===== src/rtl/iecalc_pkg.sv =====
// Shared types and constants for the infix expression stream calculator.
// Used by iecalc_ctrl, iecalc_dp and infix_expression_stream_calc_core.
// Depends on nothing else.
package iecalc_pkg;

  localparam logic [7:0] CH_LF    = 8'd10;
  localparam logic [7:0] CH_SP    = 8'd32;
  localparam logic [7:0] CH_STAR  = 8'd42;
  localparam logic [7:0] CH_PLUS  = 8'd43;
  localparam logic [7:0] CH_MINUS = 8'd45;
  localparam logic [7:0] CH_SLASH = 8'd47;
  localparam logic [7:0] CH_ZERO  = 8'd48;

  localparam int VALUE_W = 32;

  typedef enum logic [2:0] {
    OP_NONE  = 3'd0,
    OP_ADD   = 3'd1,
    OP_SUB   = 3'd2,
    OP_MUL   = 3'd3,
    OP_DIV   = 3'd4,
    OP_OTHER = 3'd5
  } op_t;

  typedef enum logic [1:0] {
    PH_LEFT  = 2'd0,
    PH_OPER  = 2'd1,
    PH_GAP   = 2'd2,
    PH_RIGHT = 2'd3
  } phase_t;

  typedef enum logic [1:0] {
    STAT_OK    = 2'd0,
    STAT_DIV0  = 2'd1,
    STAT_BADOP = 2'd2
  } status_t;

  typedef enum logic [1:0] {
    S_IDLE = 2'd0,
    S_PREP = 2'd1,
    S_ITER = 2'd2,
    S_FIX  = 2'd3
  } fsm_t;

  typedef struct packed {
    logic take_byte;
    logic start;
    logic prep;
    logic iter;
    logic load_out;
  } cmd_t;

  typedef struct packed {
    logic finish_byte;
    logic iterate;
    logic cnt_last;
  } stat_t;

endpackage


===== src/rtl/iecalc_ctrl.sv =====
// Controller state machine of the expression calculator.
// Sequences parsing, operand setup, the shared multiply/divide unit and the
// output register. Depends on iecalc_pkg.
module iecalc_ctrl (
  input  logic               clk,
  input  logic               rst,
  input  logic               in_valid,
  output logic               in_stall,
  output logic               out_valid,
  input  logic               out_stall,
  input  iecalc_pkg::stat_t  stat,
  output iecalc_pkg::cmd_t   cmd
);
  import iecalc_pkg::*;

  fsm_t state, state_next;
  logic accept;
  logic slot_free;

  assign accept    = in_valid && (state == S_IDLE);
  assign slot_free = !out_valid || !out_stall;

  always_comb begin
    state_next = state;
    case (state)
      S_IDLE: if (accept && stat.finish_byte) state_next = S_PREP;
      S_PREP: state_next = stat.iterate ? S_ITER : S_FIX;
      S_ITER: if (stat.cnt_last) state_next = S_FIX;
      S_FIX:  if (slot_free) state_next = S_IDLE;
      default: state_next = S_IDLE;
    endcase
  end

  always_comb begin
    cmd = '0;
    in_stall = 1'b1;
    case (state)
      S_IDLE: begin
        in_stall      = 1'b0;
        cmd.take_byte = accept && !stat.finish_byte;
        cmd.start     = accept && stat.finish_byte;
      end
      S_PREP: cmd.prep = 1'b1;
      S_ITER: cmd.iter = 1'b1;
      S_FIX:  cmd.load_out = slot_free;
      default: cmd = '0;
    endcase
  end

  always_ff @(posedge clk) begin
    if (rst) begin
      state     <= S_IDLE;
      out_valid <= 1'b0;
    end else begin
      state <= state_next;
      if (cmd.load_out) begin
        out_valid <= 1'b1;
      end else if (!out_stall) begin
        out_valid <= 1'b0;
      end
    end
  end

  a_load_sets_valid: assert property (@(posedge clk) disable iff (rst)
    cmd.load_out |=> out_valid)
    else $error("result load did not raise out_valid");

  a_no_overwrite: assert property (@(posedge clk) disable iff (rst)
    cmd.load_out |-> !(out_valid && out_stall))
    else $error("pending result overwritten");

  a_finish_starts: assert property (@(posedge clk) disable iff (rst)
    cmd.start |=> state == S_PREP)
    else $error("line end did not start a computation");

  a_iter_ends: assert property (@(posedge clk) disable iff (rst)
    (state == S_ITER) && stat.cnt_last |=> state == S_FIX)
    else $error("iteration overran its count");

endmodule


===== src/rtl/iecalc_dp.sv =====
// Datapath of the expression calculator: parser registers, operand latch,
// shift-add multiplier / restoring divider and result register.
// Depends on iecalc_pkg.
module iecalc_dp #(
  parameter int WORD_WIDTH = 32
) (
  input  logic               clk,
  input  logic               rst,
  input  iecalc_pkg::cmd_t   cmd,
  input  logic [7:0]         ch,
  input  logic               end_of_text,
  output iecalc_pkg::stat_t  stat,
  output logic [31:0]        value,
  output logic [1:0]         status,
  output logic               last_result
);
  import iecalc_pkg::*;

  localparam int CW = $clog2(WORD_WIDTH);

  function automatic logic [WORD_WIDTH-1:0] digit(input logic [WORD_WIDTH-1:0] a,
                                                  input logic [7:0] b);
    return (a << 3) + (a << 1) + WORD_WIDTH'(b) - WORD_WIDTH'(CH_ZERO);
  endfunction

  phase_t                phase;
  op_t                   op_code;
  op_t                   op_r;
  logic [WORD_WIDTH-1:0] left_accum, right_accum;
  logic                  left_negative, right_negative;
  logic [WORD_WIDTH-1:0] opa, opb;
  logic [WORD_WIDTH-1:0] wacc, wx, wy;
  logic [CW-1:0]         cnt;
  logic                  qneg;
  logic                  last_r;

  logic [WORD_WIDTH:0]   trial, diff;
  logic                  ge;
  logic [WORD_WIDTH-1:0] fix_value;
  logic [1:0]            fix_status;
  logic [WORD_WIDTH+VALUE_W-1:0] value_ext;

  assign stat.finish_byte = end_of_text || (ch == CH_LF);
  assign stat.iterate     = (op_r == OP_MUL) || ((op_r == OP_DIV) && (opb != '0));
  assign stat.cnt_last    = (cnt == CW'(WORD_WIDTH - 1));

  assign trial = {wacc, wx[WORD_WIDTH-1]};
  assign diff  = trial - {1'b0, wy};
  assign ge    = trial >= {1'b0, wy};

  always_comb begin
    fix_value  = '0;
    fix_status = STAT_OK;
    case (op_r)
      OP_ADD: fix_value = opa + opb;
      OP_SUB: fix_value = opa - opb;
      OP_MUL: fix_value = wacc;
      OP_DIV: begin
        if (opb == '0) begin
          fix_status = STAT_DIV0;
        end else begin
          fix_value = qneg ? -wx : wx;
        end
      end
      default: fix_status = STAT_BADOP;
    endcase
  end

  assign value_ext = {{VALUE_W{1'b0}}, fix_value};

  always_ff @(posedge clk) begin
    if (rst || cmd.start) begin
      phase          <= PH_LEFT;
      op_code        <= OP_NONE;
      left_accum     <= '0;
      right_accum    <= '0;
      left_negative  <= 1'b0;
      right_negative <= 1'b0;
    end else if (cmd.take_byte) begin
      case (phase)
        PH_LEFT: begin
          if (ch == CH_SP) begin
            phase <= PH_OPER;
          end else if (ch == CH_MINUS) begin
            left_negative <= 1'b1;
          end else begin
            left_accum <= digit(left_accum, ch);
          end
        end
        PH_OPER: begin
          case (ch)
            CH_PLUS:  op_code <= OP_ADD;
            CH_MINUS: op_code <= OP_SUB;
            CH_STAR:  op_code <= OP_MUL;
            CH_SLASH: op_code <= OP_DIV;
            default:  op_code <= OP_OTHER;
          endcase
          phase <= PH_GAP;
        end
        PH_GAP: begin
          if (ch == CH_SP) begin
            phase <= PH_RIGHT;
          end
        end
        default: begin
          if (ch == CH_MINUS) begin
            right_negative <= 1'b1;
          end else begin
            right_accum <= digit(right_accum, ch);
          end
        end
      endcase
    end
  end

  always_ff @(posedge clk) begin
    if (cmd.start) begin
      opa    <= left_negative ? -left_accum : left_accum;
      opb    <= right_negative ? -right_accum : right_accum;
      op_r   <= op_code;
      last_r <= end_of_text;
    end
    if (cmd.prep) begin
      wacc <= '0;
      cnt  <= '0;
      qneg <= opa[WORD_WIDTH-1] ^ opb[WORD_WIDTH-1];
      if (op_r == OP_DIV) begin
        wx <= opa[WORD_WIDTH-1] ? -opa : opa;
        wy <= opb[WORD_WIDTH-1] ? -opb : opb;
      end else begin
        wx <= opa;
        wy <= opb;
      end
    end else if (cmd.iter) begin
      cnt <= cnt + 1'b1;
      if (op_r == OP_DIV) begin
        wacc <= ge ? diff[WORD_WIDTH-1:0] : trial[WORD_WIDTH-1:0];
        wx   <= {wx[WORD_WIDTH-2:0], ge};
      end else begin
        if (wy[0]) begin
          wacc <= wacc + wx;
        end
        wx <= wx << 1;
        wy <= wy >> 1;
      end
    end
    if (cmd.load_out) begin
      value       <= value_ext[VALUE_W-1:0];
      status      <= fix_status;
      last_result <= last_r;
    end
  end

endmodule


===== src/rtl/infix_expression_stream_calc_core.sv =====
// Infix expression stream calculator, top level.
// Parses lines of the form "operand op operand" one byte per transaction and
// returns one result per line end or end-of-text transaction.
// Input channel: in_valid/in_stall with ch and end_of_text. A transaction with
// end_of_text high, or with ch equal to newline, closes the expression.
// Output channel: out_valid/out_stall with value, status and last_result.
// Ordinary bytes are taken one per cycle while the block is idle; in_stall is
// low whenever the block is idle. A closing transaction occupies the block:
// for +, -, unknown operators and division by zero the controller goes from
// operand setup (S_PREP) straight to S_FIX; for * and / it first runs S_ITER,
// one bit per cycle through a shared shift-add / restoring divide unit.
// S_FIX registers the result once the output slot is free, and the block then
// returns to idle, so the next byte is accepted after the result is registered.
// The result sits in an output register, so bytes keep flowing while it
// waits; a stalled receiver holds the result and blocks the next closing
// transaction from completing, which then holds in_stall high.
// Synchronous reset clears the parser to the first operand and drops
// out_valid; no result is pending after reset.
// Depends on iecalc_pkg, iecalc_ctrl and iecalc_dp.
module infix_expression_stream_calc_core #(
  parameter int WORD_WIDTH = 32
) (
  input  logic        clk,
  input  logic        rst,
  input  logic        in_valid,
  output logic        in_stall,
  input  logic [7:0]  ch,
  input  logic        end_of_text,
  output logic        out_valid,
  input  logic        out_stall,
  output logic [31:0] value,
  output logic [1:0]  status,
  output logic        last_result
);
  import iecalc_pkg::*;

  cmd_t  cmd;
  stat_t stat;

  iecalc_ctrl u_ctrl (
    .clk       (clk),
    .rst       (rst),
    .in_valid  (in_valid),
    .in_stall  (in_stall),
    .out_valid (out_valid),
    .out_stall (out_stall),
    .stat      (stat),
    .cmd       (cmd)
  );

  iecalc_dp #(
    .WORD_WIDTH (WORD_WIDTH)
  ) u_dp (
    .clk         (clk),
    .rst         (rst),
    .cmd         (cmd),
    .ch          (ch),
    .end_of_text (end_of_text),
    .stat        (stat),
    .value       (value),
    .status      (status),
    .last_result (last_result)
  );

endmodule

===== config.mk =====
export PLATFORM = sky130hd
export DESIGN_NAME = infix_expression_stream_calc_core
export DESIGN_NICKNAME = d
export VERILOG_FILES = /design/src/rtl/iecalc_pkg.sv /design/src/rtl/iecalc_ctrl.sv /design/src/rtl/iecalc_dp.sv /design/src/rtl/infix_expression_stream_calc_core.sv
export SDC_FILE = /design/constraint.sdc
export NUM_CORES = 1
export LEC_CHECK = 0
export BUFFER_PORTS_ARGS = -buffer_cell sky130_fd_sc_hd__buf_2
export CORE_UTILIZATION = 45
export CTS_BUF_LIST = sky130_fd_sc_hd__clkbuf_8 sky130_fd_sc_hd__clkbuf_16
export DETAILED_ROUTE_END_ITERATION = 8
export GPL_ROUTABILITY_DRIVEN = 0
export HOLD_SLACK_MARGIN = 0.1
export RECOVER_POWER = 100
export SLEW_MARGIN = 20
export SYNTH_ARGS = -nofsm -noshare
export SYNTH_HDL_FRONTEND = slang
export SYNTH_HIERARCHICAL = 1
export SYNTH_SLANG_ARGS = --single-unit

===== constraint.sdc =====
create_clock -name clk -period 4.55 [get_ports clk]
set_input_delay 0.2275 -clock clk [delete_from_list [all_inputs] [get_ports clk]]
set_output_delay 0.2275 -clock clk [all_outputs]
set_load 0.01 [all_outputs]

Word-level counts from Yosys, hierarchy flattened. Cells that the tools add are included.

RAM bits: 0. Memories: 0. Memory bits (read-only): 0. Bits of input ports: 13. Output and inout bits: 37. Latch bits: 0. Flip-flop bits (word level): 279.

Multipliers: 0. Bitwise gates (word level): 4. Eq/ne operators: 23. Reductions and logical operators: 29. $add $sub $neg: 16. Magnitude comparators: 1. Muxes and demuxes: 36. Div/mod/pow operators: 0. Shifts and indexed selects: 0.

Operators with widths (count): 32-bit 2-to-1 mux (16); 32-bit negator (5); 32-bit adder (4); 32-bit case mux with 4 select lines (1); 32-bit by 8-bit adder with 32-bit output (2); 32-bit subtractor (2); 32-bit by 6-bit subtractor with 32-bit output, second input constant (2); 8-bit by 6-bit equality test with 1-bit output, second input constant (5); 33-bit by 32-bit >= comparator with 1-bit output (1); 32-bit zero test (1); 32-bit nonzero test (1); 2-bit 2-to-1 mux (6); 3-bit case mux with 4 select lines (1); 4-bit AND reduction (3); 1-bit 2-to-1 mux (9); 3-bit AND reduction (3); 8-bit by 4-bit equality test with 1-bit output, second input constant (1); 2-bit by 1-bit != test with 1-bit output, second input constant (4); 2-bit case mux with 4 select lines (1); 2-bit equality test, second input constant (3); 3-bit by 2-bit equality test with 1-bit output, second input constant (2); 2-bit != test, second input constant (3); 2-bit case mux with 3 select lines (1); 2-bit AND reduction (3); 15 further kinds (29).

Depth between registers and ports, before layout.
Depth after elaboration: 6. Mapped depth: 18.

By module. The synthesis kept the hierarchy.

By module, submodules not included: iecalc_dp (area each 24258.3 µm², instances 1, cells each 2883); iecalc_ctrl (area each 246.5 µm², instances 1, cells each 27).

Least setup slack after synthesis. OpenSTA, ideal clock, no wires.

Path type: reg2reg. From: register u_dp.opb[0]. To: register u_dp.value[29] (data pin). Stages on the path, launching flop included: 17. Library setup time: 0.265 ns. Data required time: 4.285 ns. Path buffers: 0. Arrival time: 4.077 ns. Setup slack: 0.207 ns. Cells stage by stage: edfxtp_1 > inv_1 > ha_1 > nand2_1 > nor4_1 > nand2_1 > nor3_1 > nor2_1 > xnor2_1 > ha_1 > and3_1 > nand2_1 > a21oi_1 > o41ai_1 > o21ai_0 > a222oi_1 > nand2_1.

Cells in the longest elaborated chain, start to end: 3.

RTL lines: start: declaration (line iecalc_dp.sv:31) `logic [WORD_WIDTH-1:0] opa, opb;`; start signal: assignment (line iecalc_dp.sv:119) `opb <= right_negative ? -right_accum : right_accum;`; parallel branches: the longest is 2 deep, another holds 32-bit subtractor; 32-bit case mux with 4 select lines (*) (line iecalc_dp.sv:54) `case (op_r)`; net u_dp.fix_value[29] (line iecalc_dp.sv:39) `logic [WORD_WIDTH-1:0] fix_value;`; end signal: assignment (line iecalc_dp.sv:148) `value <= value_ext[VALUE_W-1:0];`; end: declaration (line iecalc_dp.sv:13) `output logic [31:0] value,`.

Mark *: on every way through the listed nets, which the timed path passes. A chain may end at the register's enable or synchronous reset.

Final worst setup path.
From: register u_dp.op_r[0]. To: register u_dp.value[29] (data pin).

Cells in the longest elaborated chain, start to end: 2.

RTL lines: start: declaration (line iecalc_dp.sv:28) `op_t op_r;`; start signal: assignment (line iecalc_dp.sv:120) `op_r <= op_code;`; 3-bit equality test (tied with other cells) (line iecalc_dp.sv:54); 32-bit case mux with 4 select lines (*) (line iecalc_dp.sv:54); net u_dp.fix_value[29] (line iecalc_dp.sv:39).

Mark *: on every way through the listed nets, which the timed path passes. The rest lies on a longest branch.

==> results.toml <==
[status]
run_status = "finished with violations"
violations = "capacitance limit, slew limit"

[placed_design]
place_ws_ns = 0.0762
hpwl_um = 56300
numPortBuffers = 49

[sta]
skew_ns = 0.0245
fmax_ghz = 0.226
relSlewSlack = -0.719
slew_violations = 312
setup_violations = 0
fin_crit_sh = 0.970
tns_ns = 0
rsz0062_at_grt = "true"
setup_slack_ns = 0.135
tightest_slew_ns = 2.58
hold_viol = 0
fin_crit_ns = 4.42

[die]
core_mm2 = 0.0538
fp-row-count = 85
initial_utilization = 0.455
die_y_um = 235
die_area_mm2 = 0.0554
ios = 50
die_w_um = 235

[clock_tree]
clkLatencyLatePin_ns = 0.54
clk_pin_slew_ns = 0.06
clockRootBuffer = "clkbuf_16"
cts_tree = "built"
numCtsBuffers = 35
clock_path_buffers = 3
cts-htree-levels = 2
clock_sinks = 279

[yosys]
synth_area_per_cell_um2 = 8.42
yosysTopAreaCell = "edfxtp_1"
ys_warn_count = 6
synth_area_leaders = "edfxtp_1 21%, ha_1 14%, dfxtp_1 9.1%, xnor2_1 6.8%, a21oi_1 5.4%"
synth_enable_flop_cells = 168
synth_top_cell_area_share = 0.206
synth_cell_types = 95
synth_area_mm2 = 0.0245
async_reset_ff_frac = 0
synth-main-ff-cell = "edfxtp_1"
ys_ff_latch = 279
netlist_instances = 2910
ys_seq_area_frac = 0.297
synthesis.nets = 3212

[setup_path]
reg2reg_from = "u_dp/op_r[0]"
crit_fanout = 5
arrival_ns = 4.68
r2r_cells = 14
critPathLaunchType = "flop"
r2r_slack_ns = 0.13
timing.rr.end = "u_dp/value[29]"
crit_type = "flop to flop"
endpoint_kind = "flop"
crit_required_ns = 4.82

[global_route]
met1_usage = 0.352
grt_pass1_vias = 20332
antenna_found_initial = 0
use_met3 = 0.0297
globalRouteTotalUtil = 0.251
grt_pass1_wl_um = 111000
grt_overflow_total = 0
grt_max_degree = 132
met2_usage = 0.400
grt-busiest-layer = "met2"

[power_and_ir_drop]
p_switching_uw = 8530
power.leakage_uw = 0.0110
finalPower_uw = 18200
switching_share = 0.468
comb_power_share = 0.587
ir_worst_vdd_mv = 0.762
p_int_uw = 9680
p_seq_frac = 0.258
powerDensity_mw_per_mm2 = 681
pwr-share-clk = 0.154

[routing]
vias_per_cell = 5.94
ant_nets = 0
drtIter0Drc = 1791
wl_per_cell_um = 19.6
drc = 0
vias = 21754
wl_um = 71800
dr.pass1.iters = 5

[finish]
antenna_cells = 0
fill_cells = 5169
final_nets = 3241
drive_above_1_share = 0.0573
area_delta_synth_final_pct = 9.02

[worst_hold_path]
worstHoldEndpoint = "u_ctrl/state[1]"
holdCritPathClass = "primary input to flop"
min_path_cells = 4
holdCritStartpoint = "in_valid"

[job]
max-cap-violations = 5
critical path, stage by stage (launching register included):
cell	delay [ns]
edfxtp_1	0.47
or3b_2	0.55
o21ai_0	0.27
inv_1	0.08
ha_1	0.27
nor2b_1	0.15
o2111ai_1	0.25
a31oi_1	0.18
o31ai_1	0.55
a21oi_1	0.20
o41ai_1	0.36
buf_4	0.20
o21ai_0	0.19
a222oi_1	0.32
nand2_1	0.09
cell type report:
cell class	count	area (um^2)	share of cell area
Multi-Input combinational cell	2277	15900	0.596
Sequential cell	279	7270	0.272
Clock buffer	38	940	0.0352
Inverter	246	923	0.0346
Tap cell	696	871	0.0326
Timing Repair Buffer	100	577	0.0216
Clock inverter	25	216	0.00810
power groups by stage:
stage               Combinational (uW)  Clock (uW)  Sequential, uW
floorplan                         8090           0            4210
global placement                 10300           0            4650
detailed placement               10500           0            4670
CTS                              10600        2860            4620
global route                     11800        2960            4750
finish                           10700        2810            4700
cell usage in the layout, fill, tap and decap left out, types with 21 or more instances in the layout:
cell type	instances
a211oi_1	39
a21o_1	67
a21oi_1	264
a31oi_1	38
and3_1	31
buf_4	43
clkbuf_1	41
clkbuf_16	37
dfxtp_1	111
edfxtp_1	168
ha_1	272
inv_1	252
nand2_1	275
nand2b_1	22
nand3_1	62
nand4_1	24
nor2_1	231
nor2b_1	22
nor3_1	47
nor4_1	22
o211ai_1	21
o21a_1	22
o21ai_0	156
o221ai_1	23
o31ai_1	44
or3_1	27
xnor2_1	189
xor2_1	105
worst max path at each step:
stage,startpoint,endpoint,slack (ns)
5_1_grt,u_dp/opb[0],u_dp/value[29],0.002
6_report,u_dp/op_r[0],u_dp/value[29],0.13
3_3_place_gp,u_dp/opb[10],u_dp/value[28],0.21
4_1_cts,u_dp/opb[10],u_dp/value[28],0.07
2_1_floorplan,u_dp/opb[0],u_dp/value[29],0.21
3_5_place_dp,u_dp/opb[10],u_dp/value[28],0.08
metrics by stage:
stage          utilization  instances  area, um^2  hold WS [ns]
3_5_place_dp         0.475       3590       25500         0.421
5_1_grt              0.496       3661       26700         0.153
4_1_cts              0.497       3657       26700         0.119
2_1_floorplan            -       2910       24500         0.294
6_report             0.496       3661       26700         0.150
3_3_place_gp         0.475       3590       25500         0.407
timing repair:
item                       4_1_cts  5_1_grt
gates resized for setup          0       10
hold buffers                     4        0
hold endpoints to repair         7        0
setup endpoints to repair        0        8
buffers inserted                 0        4
Yosys cell counts (all sizes together), types with 63 or more instances:
master,instances
inv,246
nor2,233
nand2,277
xor2,105
o21ai,158
xnor2,189
dfxtp,111
nand3,63
edfxtp,168
a21oi,264
clkbuf,97
a21o,69
ha,274
sequential cells by signal, indices dropped and copies added (netlist names), 2 cells and up:
register	count
u_dp/phase	2
u_dp/op_r	3
u_dp/status	2
u_dp/value	32
u_dp/wx	32
u_dp/opb	32
u_dp/cnt	5
u_dp/left_accum	32
u_ctrl/state	2
u_dp/op_code	3
u_dp/right_accum	32
u_dp/wy	32
u_dp/wacc	32
u_dp/opa	32
cells by family after synthesis:
kind of cell	share of synthesized area
and+or+nand+nor	0.163
buffers and inverters	0.0563
muxes	0.00960
xor gates and xnor gates	0.105
DFF	0.297
adders and majority gates	0.152
AOI/OAI and AO/OA	0.218
layer usage:
layer,vias up,part of all wire
met5,-,0
met4,0,0.031
met3,113,0.067
met2,744,0.45
met1,10305,0.46
li1,10592,-
No activity file was read; power rests on OpenSTA's default activity.
